--- src/design/csu_queue.sv ---
`timescale 1ns / 1ps
`default_nettype none
// ============================================================================
// csu_queue: short queue of finished vector sums
// Register-based FIFO between the accumulating front end and the divider.
// ============================================================================
module csu_queue #(
    parameter int WIDTH = 130,
    parameter int DEPTH = 2
) (
    input  logic                         clk,
    input  logic                         rst_n,
    input  logic                         push,
    input  logic [WIDTH-1:0]             push_data,
    input  logic                         pop,
    output logic                         head_valid,
    output logic [WIDTH-1:0]             head_data,
    output logic [$clog2(DEPTH+1)-1:0]   count
);

    localparam int PTR_W   = (DEPTH > 1) ? $clog2(DEPTH) : 1;
    localparam int COUNT_W = $clog2(DEPTH + 1);

    logic [WIDTH-1:0]   entry_reg [DEPTH];
    logic [PTR_W-1:0]   wr_ptr_reg;
    logic [PTR_W-1:0]   rd_ptr_reg;
    logic [COUNT_W-1:0] count_reg;

    function automatic logic [PTR_W-1:0] bump(input logic [PTR_W-1:0] ptr);
        return (ptr == PTR_W'(DEPTH - 1)) ? '0 : ptr + PTR_W'(1);
    endfunction

    always_ff @(posedge clk or negedge rst_n)
    begin
        if (!rst_n)
        begin
            wr_ptr_reg <= '0;
            rd_ptr_reg <= '0;
            count_reg  <= '0;
        end
        else
        begin
            if (push)
            begin
                wr_ptr_reg <= bump(wr_ptr_reg);
            end
            if (pop)
            begin
                rd_ptr_reg <= bump(rd_ptr_reg);
            end
            if (push && !pop)
            begin
                count_reg <= count_reg + COUNT_W'(1);
            end
            else if (pop && !push)
            begin
                count_reg <= count_reg - COUNT_W'(1);
            end
        end
    end

    always_ff @(posedge clk)
    begin
        if (push)
        begin
            entry_reg[wr_ptr_reg] <= push_data;
        end
    end

    assign head_valid = (count_reg != '0);
    assign head_data  = entry_reg[rd_ptr_reg];
    assign count      = count_reg;

    a_no_overflow : assert property (@(posedge clk) disable iff (!rst_n)
        push && !pop |-> count_reg < COUNT_W'(DEPTH))
        else $error("queue push while full");

    a_no_underflow : assert property (@(posedge clk) disable iff (!rst_n)
        pop |-> count_reg != '0)
        else $error("queue pop while empty");

endmodule

`default_nettype wire

--- config.mk ---
export PLATFORM = sky130hd
export DESIGN_NAME = csu_queue
export DESIGN_NICKNAME = d
export VERILOG_FILES = /design/src/design/csu_queue.sv
export SDC_FILE = /design/constraint.sdc
export NUM_CORES = 1
export LEC_CHECK = 0
export ABC_AREA = 1
export BUFFER_PORTS_ARGS = -buffer_cell sky130_fd_sc_hd__buf_2
export CAP_MARGIN = 10
export CORE_ASPECT_RATIO = 1.5
export CORE_MARGIN = 2
export CORE_UTILIZATION = 30
export CTS_BUF_LIST = sky130_fd_sc_hd__clkbuf_4 sky130_fd_sc_hd__clkbuf_8 sky130_fd_sc_hd__clkbuf_16
export CTS_CLUSTER_DIAMETER = 100
export DETAILED_ROUTE_END_ITERATION = 10
export GPL_TIMING_DRIVEN = 0
export PLACE_DENSITY_LB_ADDON = 0.3
export SETUP_SLACK_MARGIN = 0.02
export SLEW_MARGIN = 40
export SYNTH_ARGS = -nofsm -noshare
export SYNTH_HDL_FRONTEND = slang
export SYNTH_SLANG_ARGS = --single-unit
--- constraint.sdc ---
create_clock -name clk -period 17.7 [get_ports clk]
set_clock_uncertainty 0.2 [all_clocks]
set_input_delay 0 -clock clk [delete_from_list [all_inputs] [get_ports clk]]
set_output_delay 0 -clock clk [all_outputs]
set_load 0.01 [all_outputs]
==> results of run 1 <==
==> Yosys cell counts <==
cell type / instances / share of area [%]
xnor2_1: 1 / 0.088
ha_1: 1 / 0.13
inv_1: 7 / 0.26
nand3_1: 1 / 0.050
nand4_1: 1 / 0.063
nand2_1: 6 / 0.23
dfrtp_1: 4 / 1.0
xor2_1: 2 / 0.18
buf_8: 1 / 0.15
mux2_4: 90 / 14
buf_2: 4 / 0.20
mux2_2: 40 / 4.5
nor2_1: 1 / 0.038
edfxtp_1: 260 / 78
buf_6: 10 / 1.1
==> logic make-up after synthesis <==
kind of cell	after synthesis
DFF	264
muxes	130
buffers and inverters	22
and+or+nand+nor	9
xor gates and xnor gates	3
adders and majority gates	1
==> through the flow <==
step / hold WS (ns) / setup slack [ns] / cells / area, um^2 / util [%]
2_1_floorplan: -0.496 / 11.06 / 429 / 9960 / -
3_5_place_dp: -0.392 / 15.54 / 1121 / 12100 / 36.9
3_3_place_gp: -0.391 / 7.26 / 1110 / 11800 / 36.2
==> results_dict.tcl, run 1 <==
set metrics [dict create \
    numPortBuffers 266 \
    synth_top_family_by_area "multiplexers" \
    cts_sinks 264 \
    rows 81 \
    cts_resized 0 \
    numCtsBuffers 26 \
    synthAdderAreaFrac_pct 0.126 \
    postCtsSetupBuffers 0 \
    muxShareOfSynthArea_pct 18.1 \
    synthCells 429 \
    start_util_pct 30.5 \
    place.gp.congestion 0.680 \
    synth-simple-area-share_pct 0.377 \
    outcome "stopped before the end" \
    clock_path_buffers 3 \
    synth_warnings 0 \
    hold_buffers 234 \
    die_y_um 227 \
    stop_error "[ERROR RSZ-0060] Max buffer count reached." \
    htree_num_levels 1 \
    dp_hpwl_um 14100 \
    synth_xor_area_share_pct 0.264 \
    yosysSeqAreaShare_pct 79.4 \
    synth_compound_area_share_pct 0 \
    cts_root_buffer "clkbuf_16" \
    yosys.cell_types.count 15 \
    die_w_um 153 \
    synth_nets 564 \
    synth-seq-cells 264 \
    synth_area_um2 9960 \
    syn_avg_cell_area_um2 23.2 \
    flow.stopped_at "4_1_cts" \
    io_pins 267 \
]
==> run 2: changes to the inputs <==
==> config.mk (replaced) <==
export PLATFORM = sky130hd
export DESIGN_NAME = csu_queue
export DESIGN_NICKNAME = d
export VERILOG_FILES = /design/src/design/csu_queue.sv
export SDC_FILE = /design/constraint.sdc
export NUM_CORES = 1
export LEC_CHECK = 0
export ABC_AREA = 1
export BUFFER_PORTS_ARGS = -buffer_cell sky130_fd_sc_hd__buf_2
export CAP_MARGIN = 10
export CORE_MARGIN = 2
export CORE_UTILIZATION = 20
export DETAILED_ROUTE_END_ITERATION = 10
export GPL_TIMING_DRIVEN = 0
export PLACE_DENSITY_LB_ADDON = 0.15
export SLEW_MARGIN = 40
export SYNTH_ARGS = -nofsm -noshare
export SYNTH_HDL_FRONTEND = slang
export SYNTH_SLANG_ARGS = --single-unit
==> run 2 against run 1 <==
  * The flow now finishes without violations
  * Area after synthesis stayed put
  * Synthesized cell count stayed put
==> results_dict.tcl, run 2 <==
set metrics [dict create \
    outcome "finished clean" \
    final_common_cell "buf_2" \
    grtUsageTotal_pct 9.30 \
    ys.flop_type "edfxtp_1" \
    dp_hpwl_um 15900 \
    period_needed_ns 2.07 \
    path_delay_family "buffers and inverters" \
    dr_total_vias 5913 \
    rsz0062_at_grt "no" \
    clock_path_buffers 3 \
    drive_above_1_share_pct 46.2 \
    synth-seq-cells 264 \
    numPortBuffers 266 \
    area_delta_synth_final_pct 60.1 \
    cts_tree "yes" \
    synthCells 429 \
    grt_pass1_vias 6298 \
    drv_slew 0 \
    p_per_area_nw_per_um2 141 \
    path_cells "nor2_4 -> buf_8 -> buf_8 -> buf_16 -> buf_8" \
    drt_first_pass_iters 4 \
    wire_per_inst_um 14.5 \
    p_leak_uw 0.00626 \
    synth_top_area_share_pct 78.4 \
    timing.final.crit_share_pct 11.7 \
    largest_register_ffs 260 \
    end_kind "flop" \
    cts_root_buffer "clkbuf_16" \
    crit_type "flop to flop" \
    setup_viol 0 \
    grt_overflow 0 \
    viasPerCell 3.53 \
    start_util_pct 20.3 \
    cp_max_fo 17 \
    path_buf_inv 4 \
    grt_max_degree 48 \
    synth_edf_count 260 \
    synth.area.top_cells "edfxtp_1 78%, mux2_4 14%, mux2_2 4.5%, buf_6 1.1%, dfrtp_1 1.0%" \
    die-area_um2 51600 \
    setup_slack_ns 15.63 \
    clkLatencyLatePin_ns 0.52 \
    fp.coreArea_um2 49100 \
    cpPeakStageDelay_ns 0.42 \
    antenna_found_initial 0 \
    finalPower_uw 2250 \
    async_reset_ff_share_pct 1.52 \
    htree_num_levels 2 \
    layout.nets 1125 \
    synth_area_um2 9960 \
    rows 81 \
    hp-class "primary input to flop" \
    seqCellArea_um2 7910 \
    antenna_left 0 \
    maxCapViolCount 0 \
    fill_cells 4929 \
    postRouteWirelength_um 24400 \
    yosysMostFrequentCell "edfxtp_1" \
    crit_top_cell "buf_8" \
    timing.slew.headroom_pct 73.8 \
    numCtsBuffers 34 \
    drtIter0Drc 140 \
    fmax_mhz 484 \
    vdd_drop_max_v 0.0000643 \
    cts_resized 0 \
    synth_nets 564 \
    postCtsSetupBuffers 0 \
    die_y_um 227 \
    critPathRequiredTime_ns 17.72 \
    worstSetupStartpointType "flop" \
    synth_warnings 0 \
    synthTopCellsByCount "260 x edfxtp_1, 90 x mux2_4, 40 x mux2_2" \
    multiInputGateArea_um2 1890 \
    yosysSeqAreaShare_pct 79.4 \
    hold_violations 0 \
    final_cell_mix "270 x buf_2, 260 x edfxtp_1, 247 x dlygate4sd3_1" \
    io_pins 267 \
    critPathArrivalTime_ns 2.08 \
    syn_avg_cell_area_um2 23.2 \
    antenna_cells 0 \
    clk_pin_slew_ns 0.05 \
    place.gp.congestion 0.651 \
    grt_pass1_wl_um 36000 \
    cp_slowest_cell "dfrtp_1" \
    cts_sinks 264 \
    die_w_um 227 \
    fin_setup_tns_ns 0 \
    yosys.cell_types.count 15 \
    drc 0 \
    yosysTopAreaCell "edfxtp_1" \
    tightest_slew_ns 0.393 \
    pre_cts_ws_ns 15.61 \
]
run 2: cell counts after synthesis:
No cell type changed its count.
run 2: kinds of logic (layout without fill, tap and decap cells):
group         Yosys count  in the layout  share of synthesized area, %
mux                   130            130                          18.1
simple gates            9              9                         0.377
fa+ha+maj               1              1                         0.126
buf+inv                22            605                          1.75
xor+xnor                3              3                         0.264
flops                 264            264                          79.4
run 2: final cells by class:
class | instances | share of cell area, %
buffer | 15 | 0.926
inverter | 7 | 0.212
sequential | 264 | 49.6
clock buffer | 47 | 6.04
clock inverter | 11 | 0.479
timing repair buffer | 525 | 25.7
tap | 664 | 5.21
multi-input combinational | 143 | 11.8
run 2: where the power goes:
group          leakage, uW  switching, uW  internal (uW)
Clock             0.000506            253            393
Sequential         0.00249           26.0            828
Combinational      0.00326            363            384
run 2: layer usage:
layer	share of wire, %	global-route usage [%]
met3	9.1	4.10
met1	41	10.6
met2	48	15.4
met5	0	0
met4	2.6	3.37
run 2: path summary, 6_finish.rpt:
kind	start	to	slack, ns	depth (start not counted)
min reg2reg	count[1]	count[1]	0.29	2
min	push_data[87]	entry_reg[0][87]	0.03	2
max	wr_ptr_reg	entry_reg[0][31]	15.63	5
max in group asynchronous	rst_n	count[1]	16.95	3
max reg2reg	wr_ptr_reg	entry_reg[0][31]	15.63	5
min in group asynchronous	rst_n	count[0]	0.18	3
run 2: worst reg2reg max path, stage by stage, from the launching register on:
cell	delay, ns
dfrtp_1	0.42
nor2_4	0.34
buf_8	0.21
buf_8	0.20
buf_16	0.18
buf_8	0.20
run 2: what timing repair did:
item,in CTS,in global routing
hold buffers,247,0
hold endpoints to repair,331,0
setup endpoints to repair,0,0
run 2: per-stage QoR:
stage | util (%) | instance area (um^2) | cells | hold slack, ns
2_1_floorplan | - | 9960 | 429 | -0.496
3_3_place_gp | 24.7 | 12100 | 1359 | -0.382
3_5_place_dp | 25.3 | 12400 | 1371 | -0.383
4_1_cts | 32.5 | 15900 | 1676 | 0.00104
5_1_grt | 32.5 | 15900 | 1676 | 0.00679
6_report | 32.5 | 15900 | 1676 | 0.0298
Power figures use the tool's default switching activity.
