===== config.mk =====
export PLATFORM = sky130hd
export DESIGN_NAME = csu_front
export DESIGN_NICKNAME = d
export VERILOG_FILES = /design/src/design/csu_pkg.sv /design/src/design/csu_front.sv
export SDC_FILE = /design/constraint.sdc
export NUM_CORES = 2
export LEC_CHECK = 0
export BUFFER_PORTS_ARGS = -buffer_cell sky130_fd_sc_hd__buf_4
export CORE_MARGIN = 2
export CORE_UTILIZATION = 35
export DETAILED_ROUTE_END_ITERATION = 10
export GPL_TIMING_DRIVEN = 1
export SETUP_SLACK_MARGIN = 0.05
export SYNTH_ARGS = -nofsm -noshare
export SYNTH_HDL_FRONTEND = slang
export SYNTH_SLANG_ARGS = --single-unit

===== constraint.sdc =====
create_clock -name clk -period 4.3 [get_ports clk]
set_clock_uncertainty 0.1 [all_clocks]
set_input_delay 0.43 -clock clk [delete_from_list [all_inputs] [get_ports clk]]
set_output_delay 0.43 -clock clk [all_outputs]
set_load 0.02 [all_outputs]

===== src/design/csu_pkg.sv =====
`timescale 1ns / 1ps
`default_nettype none
// ============================================================================
// csu_pkg: shared definitions for the cosine similarity unit
// Transaction types, fixed field widths and width helpers used by all stages.
// ============================================================================
package csu_pkg;

    // Input elements are signed Q4.12; the result is signed Q1.14.
    localparam int FEATURE_BITS     = 16;
    localparam int SIM_W            = 16;
    localparam int SIM_FRAC         = 14;
    localparam int Q_BITS           = SIM_FRAC + 1;
    localparam int Q14_ONE          = 1 << SIM_FRAC;
    localparam int MAX_ELEMENTS_DEF = 4096;
    localparam int QUEUE_DEPTH_DEF  = 2;

    typedef struct packed {
        logic signed [FEATURE_BITS-1:0] feature_a;
        logic signed [FEATURE_BITS-1:0] feature_b;
        logic                           last_element;
    } in_item_t;

    typedef struct packed {
        logic signed [SIM_W-1:0] similarity;
        logic                    degenerate;
    } out_item_t;

    // Bits needed for a norm sum that saturates at max_elements * 2^(2*FEATURE_BITS-2).
    function automatic int norm_width(input int max_elements);
        return $clog2(max_elements + 1) + 2 * FEATURE_BITS - 2;
    endfunction

    // One queue entry carries the signed dot sum and the two norm sums.
    function automatic int entry_width(input int max_elements);
        return 3 * norm_width(max_elements) + 1;
    endfunction

endpackage

`default_nettype wire


===== src/design/csu_front.sv =====
`timescale 1ns / 1ps
`default_nettype none
// ============================================================================
// csu_front: element intake and saturating accumulators
// Multiplies each element pair, accumulates dot and norm sums and hands
// the finished sums of a vector to the queue.
// ============================================================================
module csu_front #(
    parameter int MAX_ELEMENTS = csu_pkg::MAX_ELEMENTS_DEF,
    parameter int QUEUE_DEPTH  = csu_pkg::QUEUE_DEPTH_DEF
) (
    input  logic                                         clk,
    input  logic                                         rst_n,
    input  logic                                         sample_valid,
    output logic                                         sample_ready,
    input  csu_pkg::in_item_t                            sample,
    output logic                                         push,
    output logic [csu_pkg::entry_width(MAX_ELEMENTS)-1:0] push_data,
    input  logic [$clog2(QUEUE_DEPTH+1)-1:0]             q_count
);

    import csu_pkg::*;

    localparam int NORM_W  = norm_width(MAX_ELEMENTS);
    localparam int DOT_W   = NORM_W + 1;
    localparam int PROD_W  = 2 * FEATURE_BITS;
    localparam int SQ_W    = 2 * FEATURE_BITS - 1;
    localparam int COUNT_W = $clog2(QUEUE_DEPTH + 1);

    localparam logic [NORM_W-1:0]       LIM    = NORM_W'(MAX_ELEMENTS) << (2 * FEATURE_BITS - 2);
    localparam logic signed [DOT_W:0]   DOT_HI = (DOT_W+1)'(LIM);
    localparam logic signed [DOT_W:0]   DOT_LO = -DOT_HI;
    localparam logic [NORM_W:0]         NRM_HI = (NORM_W+1)'(LIM);

    logic                      s1_valid_reg;
    logic                      s1_last_reg;
    logic signed [PROD_W-1:0]  prod_ab_reg;
    logic [SQ_W-1:0]           prod_aa_reg;
    logic [SQ_W-1:0]           prod_bb_reg;
    logic signed [DOT_W-1:0]   dot_reg;
    logic [NORM_W-1:0]         na_reg;
    logic [NORM_W-1:0]         nb_reg;

    logic                      accept;
    logic signed [PROD_W-1:0]  mul_ab;
    logic signed [PROD_W-1:0]  mul_aa;
    logic signed [PROD_W-1:0]  mul_bb;
    logic signed [DOT_W:0]     dot_sum;
    logic [NORM_W:0]           na_sum;
    logic [NORM_W:0]           nb_sum;
    logic signed [DOT_W-1:0]   dot_next;
    logic [NORM_W-1:0]         na_next;
    logic [NORM_W-1:0]         nb_next;
    logic                      pend_last;
    logic [COUNT_W:0]          busy;

    assign accept = sample_valid && sample_ready;
    assign mul_ab = sample.feature_a * sample.feature_b;
    assign mul_aa = sample.feature_a * sample.feature_a;
    assign mul_bb = sample.feature_b * sample.feature_b;

    // Saturating sums; a single product never reaches the limit.
    always_comb
    begin
        dot_sum = (DOT_W+1)'(dot_reg) + (DOT_W+1)'(prod_ab_reg);
        na_sum  = (NORM_W+1)'(na_reg) + (NORM_W+1)'(prod_aa_reg);
        nb_sum  = (NORM_W+1)'(nb_reg) + (NORM_W+1)'(prod_bb_reg);
        if (dot_sum > DOT_HI)
        begin
            dot_next = DOT_HI[DOT_W-1:0];
        end
        else if (dot_sum < DOT_LO)
        begin
            dot_next = DOT_LO[DOT_W-1:0];
        end
        else
        begin
            dot_next = dot_sum[DOT_W-1:0];
        end
        na_next = (na_sum > NRM_HI) ? LIM : na_sum[NORM_W-1:0];
        nb_next = (nb_sum > NRM_HI) ? LIM : nb_sum[NORM_W-1:0];
    end

    // A last element in flight has a queue slot reserved for it.
    assign pend_last    = s1_valid_reg && s1_last_reg;
    assign busy         = (COUNT_W+1)'(q_count) + (COUNT_W+1)'(pend_last);
    assign sample_ready = (busy < (COUNT_W+1)'(QUEUE_DEPTH));

    assign push      = pend_last;
    assign push_data = {dot_next, na_next, nb_next};

    always_ff @(posedge clk or negedge rst_n)
    begin
        if (!rst_n)
        begin
            s1_valid_reg <= 1'b0;
            s1_last_reg  <= 1'b0;
            dot_reg      <= '0;
            na_reg       <= '0;
            nb_reg       <= '0;
        end
        else
        begin
            s1_valid_reg <= accept;
            if (accept)
            begin
                s1_last_reg <= sample.last_element;
            end
            if (s1_valid_reg)
            begin
                if (s1_last_reg)
                begin
                    dot_reg <= '0;
                    na_reg  <= '0;
                    nb_reg  <= '0;
                end
                else
                begin
                    dot_reg <= dot_next;
                    na_reg  <= na_next;
                    nb_reg  <= nb_next;
                end
            end
        end
    end

    always_ff @(posedge clk)
    begin
        if (accept)
        begin
            prod_ab_reg <= mul_ab;
            prod_aa_reg <= mul_aa[SQ_W-1:0];
            prod_bb_reg <= mul_bb[SQ_W-1:0];
        end
    end

    a_clear_after_push : assert property (@(posedge clk) disable iff (!rst_n)
        push |=> dot_reg == '0 && na_reg == '0 && nb_reg == '0)
        else $error("accumulators not cleared after vector end");

    a_norm_in_range : assert property (@(posedge clk) disable iff (!rst_n)
        na_reg <= LIM && nb_reg <= LIM)
        else $error("norm accumulator beyond saturation limit");

endmodule

`default_nettype wire


==> impl_metrics.py <==
metrics = {
    "clock_network": {
        "cts_tree": "yes",
        "ctsHtreeMaxLevel": 1,
        "root_buffer": "clkbuf_16",
        "clock_sinks": 224,
        "cts_buffers": 30,
        "insertion_delay_ps": 640,
        "cts_buffer_depth": 3,
        "clk_pin_slew_ps": 60,
    },
    "worst_setup_path": {
        "max_stage_delay_ps": 650,
        "cp_num_buf_inv": 6,
        "cpMostUsedCell": "fa_1",
        "cp_top_family": "adder cells",
        "critical_path_arrival_ps": 5870,
        "cp_slowest_cell": "fa_2",
        "cp-end-kind": "register",
        "critPathLaunchType": "primary input",
        "critPathKind": "primary input to register",
        "crit_chain": "buf_16 > inv_6 > buf_6 > nor2_4 > fa_2 > fa_1 > fa_1 > fa_1 > fa_1 > inv_2 > fa_1 > inv_2 > ha_4 > a21o_1 > a21o_1 > a21o_1 > a21oi_1 > nor2b_1 > o21ai_1 > nand2b_1 > a221oi_2 > o21ai_2 > buf_4 > xor2_1",
        "crit_required_ps": 4590,
        "cp_max_fo": 8,
    },
    "floorplan": {
        "die-area_mm2": 0.1279,
        "rows": 129,
        "core_mm2": 0.1240,
        "io_pins": 170,
        "die-height_um": 357.7,
        "die_x_um": 357.7,
        "initial_core_util_pct": 35.32,
    },
    "synth": {
        "ys_warn_count": 0,
        "ys.flop_type": "dfrtp_1",
        "synth_area_mm2": 0.04378,
        "synthDistinctLibCells": 99,
        "synth_seq_cells": 224,
        "synth_nets": 6062,
        "avgSynthCellArea_um2": 8.861,
        "synth_edf_count": 92,
        "yosysSeqAreaShare_pct": 13.85,
        "syn_inst": 4941,
        "synth-async-reset-ratio_pct": 58.93,
    },
    "sta": {
        "finalCritPeriodShare_pct": 129.7,
        "period_needed_ps": 5579,
        "setup_violations": 267,
        "hold_viol": 0,
        "rsz0062_at_grt": "true",
        "tightestPinTransition_ps": 1206,
        "slew-limit-headroom_pct": 19.62,
        "slew_violations": 0,
        "max_freq_ghz": 0.1793,
        "layout_setup_ws_ps": -1279,
    },
    "global_route": {
        "grt_start_max_net_pins": 80,
        "first_global_vias": 40630,
        "antenna_found_initial": 1,
        "grtUsageTotal_pct": 20.72,
        "overflow": 0,
        "grt_pass1_wl_mm": 213.3,
    },
    "placed_design": {
        "place_area_mm2": 0.05482,
        "hpwl_mm": 104.9,
        "port-buffer-count": 169,
        "gp_congestion": 0.9243,
    },
    "detailed_routing": {
        "viasPerCell": 4.945,
        "routed_wl_mm": 130.9,
        "ant_nets": 0,
        "dr.pass1.iters": 5,
        "initialDrtViolationCount": 2042,
        "post-route-drc-count": 0,
        "wire_per_inst_um": 16.99,
        "num_vias": 38100,
    },
    "final_layout": {
        "area_growth_syn_to_layout_pct": 40.00,
        "fin_nets": 7163,
        "drive_above_1_share_pct": 33.45,
        "fin_area_mm2": 0.06130,
        "largest_reg_flops": 44,
    },
    "status": {
        "violations": "setup timing",
        "status": "finished, violations left",
    },
    "min_path": {
        "hold_path.class": "primary input to register",
    },
    "flow_run": {
        "maxCapViolations": 0,
    },
}
## timing repair
action                     CTS  global route
hold endpoints to repair    79             0
pin swaps                  186           178
hold buffers                 2             0
setup endpoints to repair  310           315
buffers inserted            99            64
gates resized for setup    671           282
gates cloned                16             1
## worst register-to-register path, stage by stage (launching register included)
cell and delay, ps:
edfxtp_1 380, ha_2 210, fa_2 370, a21oi_4 210, o21ai_4 120, a22oi_2 300
a21oi_2 140, buf_6 160, o311ai_4 280, o211ai_1 140, nor4bb_2 350, buf_4 170
nand4_1 150, nor4b_4 340, buf_4 200, a221oi_4 110, buf_6 190, buf_4 140
buf_6 120, o32ai_1 280
## cells in the mapped netlist (33+ instances only)
cell,instances,area [um^2]
inv_1,1038,3896
fa_1,721,14430
nand2_1,457,1715
ha_1,362,4529
nor2_1,362,1359
a21oi_1,206,1031
clkbuf_1,185,694.4
and2_1,159,994.7
xnor2_1,145,1270
dfrtp_1,132,3303
o21ai_0,102,510.5
edfxtp_1,92,2763
a21o_1,84,630.6
xor2_1,66,578.1
o2bb2ai_1,62,543.0
nor3_1,59,295.3
nand3_1,57,285.3
o32ai_1,47,411.6
nand4_1,46,287.8
and3_1,39,244.0
o21a_1,33,247.7
## layer usage
metal / part of all wire [%] / up-vias / global-route usage, %
li1: - / 18040 / -
met1: 44 / 19140 / 27.84
met2: 50 / 782 / 36.10
met3: 4.9 / 144 / 2.499
met4: 1.7 / 0 / 3.757
met5: 0 / - / 0
## final cells by class
cell class	count	area (um^2)
timing repair buffer	1285	11650
tap	1637	2048
fill	11510	62660
antenna	2	5.005
inverter	1049	3989
clock inverter	20	227.7
multi-input combinational	3452	36510
sequential	224	6067
clock buffer	36	803.3
## cells in the final DEF (no fill, tap or decap), types with 57 or more instances in the layout
master and n:
nand2_1 414, nor2_4 105, edfxtp_1 92, dfrtp_1 131, inv_2 57, buf_6 213, buf_4 978, inv_1 974
a21o_1 83, and2_1 121, ha_1 302, o21ai_0 76, fa_1 677, a21oi_1 144, xor2_1 61, nor2_1 225
xnor2_1 133, o2bb2ai_1 61
## cell families (layout without fill, tap and decap cells)
family,count (synthesis),in the layout,synth area share [%]
DFF,224,224,13.85
adders and majority gates,1083,1083,43.31
other,0,2,0
AOI/OAI and AO/OA,812,813,13.02
and+or+nand+nor,1329,1329,14.22
muxes,16,16,0.3743
xor gates and xnor gates,211,211,4.221
buffers and inverters,1266,2390,11.00
## final timing paths
kind                                           from                         to  slack [ps]  cells past startpoint
max reg2reg                prod_ab_reg[0]$_DFFE_PP_    dot_reg[38]$_DFFE_PN0P_        -270                     19
min                                       sample[1]   prod_bb_reg[0]$_DFFE_PP_          80                      2
min reg2reg                  na_reg[20]$_DFFE_PN0P_     na_reg[20]$_DFFE_PN0P_         390                      1
max in group asynchronous                     rst_n     na_reg[25]$_DFFE_PN0P_        2820                      3
max                                      sample[32]  prod_aa_reg[28]$_DFFE_PP_       -1280                     24
min in group asynchronous                     rst_n     dot_reg[2]$_DFFE_PN0P_         400                      2
## stage by stage
stage	hold WS, ps	setup TNS, ps	setup WS (ps)	instances	utilization [%]
after detailed placement	379.1	-174720	-2123	7487	44.22
after global placement	370.4	-169290	-2055	7487	44.22
after CTS	46.54	-144670	-1243	7656	48.32
after floorplan	34.41	-69050	-1942	4941	-
after global routing	66.43	-207530	-1453	7704	49.45
final	76.74	-156750	-1279	7705	49.45
Power is not shown: default switching activity piles up to over one toggle a cycle in this logic, so the estimate is an artifact.
