File: config.mk
export PLATFORM = sky130hd
export DESIGN_NAME = csu_back
export DESIGN_NICKNAME = d
export VERILOG_FILES = /design/src/design/csu_pkg.sv /design/src/design/csu_back.sv
export SDC_FILE = /design/constraint.sdc
export NUM_CORES = 2
export LEC_CHECK = 0
export BUFFER_PORTS_ARGS = -buffer_cell sky130_fd_sc_hd__buf_2
export CAP_MARGIN = 30
export CORE_ASPECT_RATIO = 1.75
export CORE_MARGIN = 2
export CORE_UTILIZATION = 45
export DETAILED_ROUTE_END_ITERATION = 10
export PLACE_DENSITY = 0.64
export SETUP_SLACK_MARGIN = 0.4
export SLEW_MARGIN = 25
export SYNTH_ARGS = -nofsm -noshare
export SYNTH_HDL_FRONTEND = slang
export SYNTH_SLANG_ARGS = --single-unit
File: constraint.sdc
create_clock -name clk -period 9.77 [get_ports clk]
set_clock_uncertainty 0.2 [all_clocks]
set_input_delay 0.977 -clock clk [delete_from_list [all_inputs] [get_ports clk]]
set_output_delay 0.977 -clock clk [all_outputs]
set_load 0.1 [all_outputs]
File: src/design/csu_pkg.sv
`timescale 1ns / 1ps
`default_nettype none
// ============================================================================
// csu_pkg: shared definitions for the cosine similarity unit
// Transaction types, fixed field widths and width helpers used by all stages.
// ============================================================================
package csu_pkg;

    // Input elements are signed Q4.12; the result is signed Q1.14.
    localparam int FEATURE_BITS     = 16;
    localparam int SIM_W            = 16;
    localparam int SIM_FRAC         = 14;
    localparam int Q_BITS           = SIM_FRAC + 1;
    localparam int Q14_ONE          = 1 << SIM_FRAC;
    localparam int MAX_ELEMENTS_DEF = 4096;
    localparam int QUEUE_DEPTH_DEF  = 2;

    typedef struct packed {
        logic signed [FEATURE_BITS-1:0] feature_a;
        logic signed [FEATURE_BITS-1:0] feature_b;
        logic                           last_element;
    } in_item_t;

    typedef struct packed {
        logic signed [SIM_W-1:0] similarity;
        logic                    degenerate;
    } out_item_t;

    // Bits needed for a norm sum that saturates at max_elements * 2^(2*FEATURE_BITS-2).
    function automatic int norm_width(input int max_elements);
        return $clog2(max_elements + 1) + 2 * FEATURE_BITS - 2;
    endfunction

    // One queue entry carries the signed dot sum and the two norm sums.
    function automatic int entry_width(input int max_elements);
        return 3 * norm_width(max_elements) + 1;
    endfunction

endpackage

`default_nettype wire

File: src/design/csu_back.sv
`timescale 1ns / 1ps
`default_nettype none
// ============================================================================
// csu_back: normalizing divider
// Forms the norm product and squared dot product with a shared half-width
// multiplier, then finds each Q1.14 cosine bit in a candidate and a test state.
// ============================================================================
module csu_back #(
    parameter int MAX_ELEMENTS = csu_pkg::MAX_ELEMENTS_DEF
) (
    input  logic                                          clk,
    input  logic                                          rst_n,
    input  logic                                          head_valid,
    input  logic [csu_pkg::entry_width(MAX_ELEMENTS)-1:0] head_data,
    output logic                                          pop,
    output logic                                          result_valid,
    input  logic                                          result_ready,
    output csu_pkg::out_item_t                            result
);

    import csu_pkg::*;

    localparam int NORM_W    = norm_width(MAX_ELEMENTS);
    localparam int DOT_W     = NORM_W + 1;
    localparam int ENTRY_W   = entry_width(MAX_ELEMENTS);
    localparam int HALF_W    = (NORM_W + 1) / 2;
    localparam int OP_W      = 2 * HALF_W;
    localparam int PROD_W    = 4 * HALF_W;
    localparam int T_W       = PROD_W + 2 * Q_BITS + 1;
    localparam int MUL_STEPS = 8;
    localparam int STEP_W    = $clog2(MUL_STEPS + 1);
    localparam int K_W       = $clog2(Q_BITS);

    typedef enum logic [2:0] {
        ST_IDLE,
        ST_MUL,
        ST_PREP,
        ST_CAND,
        ST_TEST,
        ST_OUT
    } state_t;

    state_t              state_reg;
    logic [NORM_W-1:0]   na_op_reg;
    logic [NORM_W-1:0]   nb_op_reg;
    logic [NORM_W-1:0]   dm_op_reg;
    logic                neg_reg;
    logic                degen_reg;
    logic [STEP_W-1:0]   step_reg;
    logic [OP_W-1:0]     pp_reg;
    logic [2:0]          pp_idx_reg;
    logic                pp_valid_reg;
    logic [PROD_W-1:0]   p_reg;
    logic [PROD_W-1:0]   m_reg;
    logic [T_W-1:0]      r_reg;
    logic [T_W-1:0]      a_reg;
    logic [T_W-1:0]      b_reg;
    logic [T_W-1:0]      t_reg;
    logic [Q_BITS-1:0]   q_reg;
    logic [K_W-1:0]      k_reg;
    logic                out_valid_reg;
    out_item_t           out_item_reg;

    logic signed [DOT_W-1:0] head_dot;
    logic [NORM_W-1:0]   head_na;
    logic [NORM_W-1:0]   head_nb;
    logic [DOT_W-1:0]    head_abs;
    logic [OP_W-1:0]     mul_x;
    logic [OP_W-1:0]     mul_y;
    logic [HALF_W-1:0]   mul_xh;
    logic [HALF_W-1:0]   mul_yh;
    logic [OP_W-1:0]     mul_pp;
    logic [1:0]          pp_shift;
    logic [PROD_W-1:0]   pp_aligned;
    logic [T_W:0]        diff;
    logic [Q_BITS-1:0]   q_cap;
    logic [SIM_W-1:0]    sim_mag;
    logic [SIM_W-1:0]    sim_val;
    logic                out_free;

    assign head_dot = head_data[ENTRY_W-1 -: DOT_W];
    assign head_na  = head_data[2*NORM_W-1 -: NORM_W];
    assign head_nb  = head_data[NORM_W-1:0];
    assign head_abs = head_dot[DOT_W-1] ? -head_dot : head_dot;

    assign pop      = (state_reg == ST_IDLE) && head_valid;
    assign out_free = !out_valid_reg || result_ready;

    // Partial product x_half[i] * y_half[j]; steps 0..3 form the norm product,
    // steps 4..7 the squared dot magnitude.
    always_comb
    begin
        mul_x  = step_reg[2] ? OP_W'(dm_op_reg) : OP_W'(na_op_reg);
        mul_y  = step_reg[2] ? OP_W'(dm_op_reg) : OP_W'(nb_op_reg);
        mul_xh = step_reg[0] ? mul_x[OP_W-1:HALF_W] : mul_x[HALF_W-1:0];
        mul_yh = step_reg[1] ? mul_y[OP_W-1:HALF_W] : mul_y[HALF_W-1:0];
        mul_pp = OP_W'(mul_xh) * OP_W'(mul_yh);
    end

    always_comb
    begin
        pp_shift = {1'b0, pp_idx_reg[0]} + {1'b0, pp_idx_reg[1]};
        case (pp_shift)
            2'd0:    pp_aligned = PROD_W'(pp_reg);
            2'd1:    pp_aligned = PROD_W'(pp_reg) << HALF_W;
            2'd2:    pp_aligned = PROD_W'(pp_reg) << (2 * HALF_W);
            default: pp_aligned = PROD_W'(pp_reg);
        endcase
    end

    // Candidate bit is kept when its growth of q^2 * P still fits the remainder.
    assign diff = {1'b0, r_reg} - {1'b0, t_reg};

    always_comb
    begin
        q_cap   = (q_reg > Q_BITS'(Q14_ONE)) ? Q_BITS'(Q14_ONE) : q_reg;
        sim_mag = SIM_W'(q_cap);
        sim_val = neg_reg ? -sim_mag : sim_mag;
    end

    always_ff @(posedge clk or negedge rst_n)
    begin
        if (!rst_n)
        begin
            state_reg     <= ST_IDLE;
            na_op_reg     <= '0;
            nb_op_reg     <= '0;
            dm_op_reg     <= '0;
            neg_reg       <= 1'b0;
            degen_reg     <= 1'b0;
            step_reg      <= '0;
            pp_reg        <= '0;
            pp_idx_reg    <= '0;
            pp_valid_reg  <= 1'b0;
            p_reg         <= '0;
            m_reg         <= '0;
            r_reg         <= '0;
            a_reg         <= '0;
            b_reg         <= '0;
            t_reg         <= '0;
            q_reg         <= '0;
            k_reg         <= '0;
            out_valid_reg <= 1'b0;
            out_item_reg  <= '0;
        end
        else
        begin
            // A new result may load in the same cycle the old one is taken.
            if (state_reg == ST_OUT && out_free)
            begin
                out_valid_reg <= 1'b1;
            end
            else if (out_valid_reg && result_ready)
            begin
                out_valid_reg <= 1'b0;
            end
            case (state_reg)
                ST_IDLE:
                begin
                    if (head_valid)
                    begin
                        na_op_reg    <= head_na;
                        nb_op_reg    <= head_nb;
                        dm_op_reg    <= head_abs[NORM_W-1:0];
                        neg_reg      <= head_dot[DOT_W-1];
                        q_reg        <= '0;
                        step_reg     <= '0;
                        pp_valid_reg <= 1'b0;
                        p_reg        <= '0;
                        m_reg        <= '0;
                        if (head_na == '0 || head_nb == '0)
                        begin
                            degen_reg <= 1'b1;
                            state_reg <= ST_OUT;
                        end
                        else
                        begin
                            degen_reg <= 1'b0;
                            state_reg <= ST_MUL;
                        end
                    end
                end
                ST_MUL:
                begin
                    if (step_reg != STEP_W'(MUL_STEPS))
                    begin
                        pp_reg       <= mul_pp;
                        pp_idx_reg   <= step_reg[2:0];
                        pp_valid_reg <= 1'b1;
                        step_reg     <= step_reg + STEP_W'(1);
                    end
                    else
                    begin
                        pp_valid_reg <= 1'b0;
                        state_reg    <= ST_PREP;
                    end
                    if (pp_valid_reg)
                    begin
                        if (pp_idx_reg[2])
                        begin
                            m_reg <= m_reg + pp_aligned;
                        end
                        else
                        begin
                            p_reg <= p_reg + pp_aligned;
                        end
                    end
                end
                ST_PREP:
                begin
                    r_reg     <= T_W'(m_reg) << (2 * SIM_FRAC);
                    a_reg     <= T_W'(p_reg) << (2 * (Q_BITS - 1));
                    b_reg     <= '0;
                    k_reg     <= K_W'(Q_BITS - 1);
                    state_reg <= ST_CAND;
                end
                ST_CAND:
                begin
                    t_reg     <= a_reg + b_reg;
                    state_reg <= ST_TEST;
                end
                ST_TEST:
                begin
                    a_reg <= a_reg >> 2;
                    if (!diff[T_W])
                    begin
                        r_reg <= diff[T_W-1:0];
                        b_reg <= (b_reg >> 1) + a_reg;
                        q_reg <= q_reg | (Q_BITS'(1) << k_reg);
                    end
                    else
                    begin
                        b_reg <= b_reg >> 1;
                    end
                    if (k_reg == '0)
                    begin
                        state_reg <= ST_OUT;
                    end
                    else
                    begin
                        k_reg     <= k_reg - K_W'(1);
                        state_reg <= ST_CAND;
                    end
                end
                ST_OUT:
                begin
                    if (out_free)
                    begin
                        out_item_reg.similarity <= degen_reg ? '0 : sim_val;
                        out_item_reg.degenerate <= degen_reg;
                        state_reg               <= ST_IDLE;
                    end
                end
                default:
                begin
                    state_reg <= ST_IDLE;
                end
            endcase
        end
    end

    assign result_valid = out_valid_reg;
    assign result       = out_item_reg;

    a_products_done : assert property (@(posedge clk) disable iff (!rst_n)
        state_reg == ST_PREP |-> !pp_valid_reg)
        else $error("search started before all partial products were summed");

    a_degen_zero : assert property (@(posedge clk) disable iff (!rst_n)
        out_valid_reg && out_item_reg.degenerate |-> out_item_reg.similarity == '0)
        else $error("degenerate result with nonzero similarity");

    a_sim_range : assert property (@(posedge clk) disable iff (!rst_n)
        out_valid_reg |-> out_item_reg.similarity <= SIM_W'(Q14_ONE)
            && out_item_reg.similarity >= -SIM_W'(Q14_ONE))
        else $error("similarity outside unit range");

endmodule

`default_nettype wire
==> impl_metrics.tcl <==
set metrics [dict create \
    outcome "finished clean" \
    worst_case_reg_to_reg_path_depth 25 \
    ioPinCount 153 \
    synth_top_area_share_pct 25.55 \
    design.final.nets 11730 \
    worst-slew-pin-transition_ns 1.134 \
    drt_iter0_markers 5524 \
    logic_depth_of_the_worst_path_buffers_included 25 \
    synthTopCellsByArea "dfrtp_1 (26%), ha_1 (10%), fa_1 (9.4%), nand2_1 (7.3%), o21ai_0 (5.6%)" \
    synth_async_sr_flop_share_pct 100.0 \
    cts.sinks 872 \
    global_route.peak_usage_layer "met2" \
    syn-mean-instance-area_um2 7.970 \
    first_global_vias 83350 \
    combinational_family_with_the_most_area_after_synthesis "compound AO/OA/AOI/OAI gates" \
    synthCells 10720 \
    worst_setup_path_end_kind "register" \
    global_route_wire_length_before_repair_mm 561.4 \
    areaGrowthSynthToFinish_pct 8.076 \
    grt_antenna_before_repair 26 \
    period_minus_slack_ns 9.010 \
    post-route-period-util_pct 92.22 \
    worstPathMaxFanout 18 \
    crit_path_frequent_cell "fa_1" \
    drt.antenna.violating_nets 0 \
    post_drt_via_cell_ratio 6.220 \
    floorplan.die.width_um 333.3 \
    detailed_place_hpwl_mm 314.7 \
    drtPass1Iterations 7 \
    worst_path_max_delay_cell "mux4_2" \
    crit_path_buf_inv_count 3 \
    timing.critical_path.from_type "register" \
    die-height_um 580.3 \
    synth.area.mux_share_pct 1.600 \
    cts_tree "done" \
    largest_net_degree_at_the_start_of_global_routing 202 \
    global_route.usage.met2_pct 71.50 \
    slew_headroom_pct 23.71 \
    global_route.usage.met3_pct 7.813 \
    cells_on_worst_hold_path 3 \
    floorplan.rows 211 \
    min_path_type "in2reg" \
    htreeDepth 3 \
    ys_types 97 \
    yosysSeqAreaShare_pct 25.55 \
    gp_congestion 1.128 \
    layout-drive-gt1-share_pct 6.050 \
    tritoncts.num_buffers 97 \
    max_clock_freq_ghz 0.1110 \
    fp.coreArea_um2 188800 \
    floorplan.initialDensity_pct 45.25 \
    dieArea_um2 193400 \
    synth_compound_gate_area_share_pct 22.96 \
    final-hold-violation-count 0 \
    synth-adder-area-share_pct 19.60 \
    synth_warnings 0 \
    post_drt_wl_per_cell_um 29.96 \
    cts_root_buf "clkbuf_16" \
    num_vias 81130 \
    final_common_cell "nand2_1" \
    global_route.usage.total_pct 39.74 \
    total_wire_length_mm 390.8 \
    cts.reportedPaths.clkPinSlew_ns 0.07 \
    timing.setup.critical_path_class "reg2reg" \
    slowest_delay_ns 0.78 \
    xor_and_xnor_fraction_of_the_mapped_netlist_area_pct 6.050 \
    synth_enable_flop_cells 0 \
    setup-tns-final_ns 0 \
    clk_path_buf_depth 3 \
    arrival_ns 9.45 \
    grt_util_met1_pct 34.02 \
    synth-main-ff-cell "dfrtp_1" \
    synthSimpleGateAreaFrac_pct 18.20 \
    clk_latency_ns 0.78 \
    synthesis.area_um2 85410 \
    cpLargestDelayFamily "adder cells" \
    drc 0 \
    yosys.area.top_type "dfrtp_1" \
    ys_seq_elements 872 \
    report.final.setup_viol 0 \
    final_count_of_pins_violating_max_slew 0 \
    rsz0062_at_grt "true" \
    mappedNetlistNets 11950 \
    layout_common_cells "nand2_1 (1,653), o21ai_0 (947), dfrtp_1 (869)" \
    grt.overflow.total 0 \
    required_time_at_the_worst_slack_endpoint_ns 10.21 \
    port-buffer-count 152 \
    drv_cap 0 \
]
timing repair:
item                                   CTS  global route
setup endpoints to repair                0             7
endpoints found under the hold margin    5             0
hold buffers                             1             0
gates resized for setup                  0            10
setup buffers                            0             8
logic make-up (layout without fill, tap and decap cells):
kind of cell / count (synthesis) / in the layout
AND/OR/NAND/NOR: 3503 / 3503
XOR/XNOR: 590 / 590
adder cells (fa/ha/maj): 1097 / 1097
other: 0 / 14
AO/OA/AOI/OAI: 3178 / 3178
buffers and inverters: 1363 / 1224
multiplexers: 114 / 115
flip-flops: 872 / 872
worst reg2reg max path, stage by stage, from the launching register on:
cell	delay, ns
dfrtp_4	0.60
buf_4	0.35
mux4_2	0.78
and2_1	0.27
fa_1	0.51
inv_1	0.05
fa_1	0.49
fa_1	0.61
fa_1	0.51
fa_1	0.54
fa_1	0.43
fa_1	0.54
inv_1	0.06
ha_1	0.34
a21o_1	0.18
a21o_1	0.19
a21o_1	0.18
a21o_1	0.18
or3_1	0.30
a31o_2	0.33
a31oi_1	0.26
nor3b_1	0.23
o31ai_1	0.16
a221oi_1	0.33
xnor2_1	0.15
o21ai_0	0.08
final cells by class:
type / count / area (um2)
Sequential cell: 872 / 21830
Antenna cell: 14 / 35.03
Fill cell: 18730 / 96450
Multi-Input combinational cell: 8483 / 58650
Inverter: 716 / 2689
Tap cell: 2449 / 3064
Clock buffer: 124 / 2710
Timing Repair Buffer: 325 / 2283
Clock inverter: 59 / 1046
metal layers:
metal  wire length (um)  share of wire, %  up-vias
met1             117000                30    39460
li1                   -                 -    36870
met2             198400                51     3136
met3              20280               5.2     1632
met4              54960                14       26
met5                184             0.047        -
worst paths after layout:
kind,slack (ns),from,endpoint
min reg2reg,0.27,na_op_reg[15]$_DFFE_PN0P_,na_op_reg[15]$_DFFE_PN0P_
min in group asynchronous,0.53,rst_n,dm_op_reg[27]$_DFFE_PN0P_
min,0.21,head_data[9],nb_op_reg[9]$_DFFE_PN0P_
max reg2reg,0.76,step_reg[1]$_DFFE_PN0P_,pp_reg[43]$_DFFE_PN0P_
max,0.76,step_reg[1]$_DFFE_PN0P_,pp_reg[43]$_DFFE_PN0P_
max in group asynchronous,6.46,rst_n,step_reg[1]$_DFFE_PN0P_
metrics by stage:
stage	util [%]	hold WS (ns)	instances	setup slack, ns	cell area (um2)
after CTS	48.72	0.1708	13010	0.4340	91960
after global placement	46.70	0.2538	12820	0.4494	88150
after detailed placement	46.72	0.2590	12830	0.4892	88200
after global routing	48.89	0.2120	13030	0.3444	92280
final	48.90	0.2070	13040	0.7600	92310
after floorplan	-	0.2401	10720	0.5470	85410
synthesized netlist by cell type, types with 14 or more instances:
| cell | instances |
|---|---|
| a211oi_1 | 49 |
| a21boi_0 | 31 |
| a21o_1 | 359 |
| a21oi_1 | 850 |
| a221oi_1 | 27 |
| a22o_1 | 114 |
| a22oi_1 | 42 |
| a31oi_1 | 180 |
| a41oi_1 | 14 |
| and2_1 | 137 |
| and3_1 | 46 |
| buf_1 | 30 |
| buf_2 | 32 |
| clkbuf_1 | 584 |
| dfrtp_1 | 872 |
| fa_1 | 402 |
| ha_1 | 695 |
| inv_1 | 716 |
| mux2_2 | 30 |
| mux2i_1 | 69 |
| mux4_2 | 15 |
| nand2_1 | 1657 |
| nand2b_1 | 66 |
| nand3_1 | 270 |
| nand4_1 | 244 |
| nor2_1 | 752 |
| nor2b_1 | 58 |
| nor3_1 | 91 |
| nor4_1 | 66 |
| o211ai_1 | 21 |
| o21a_1 | 101 |
| o21ai_0 | 961 |
| o21ai_1 | 48 |
| o21bai_1 | 153 |
| o31a_1 | 17 |
| o31ai_1 | 54 |
| o41ai_1 | 17 |
| or2_2 | 16 |
| or3_1 | 44 |
| or4_1 | 18 |
| xnor2_1 | 329 |
| xor2_1 | 261 |
Power is not shown: default switching activity piles up to over one toggle a cycle in this logic, so the estimate is an artifact.
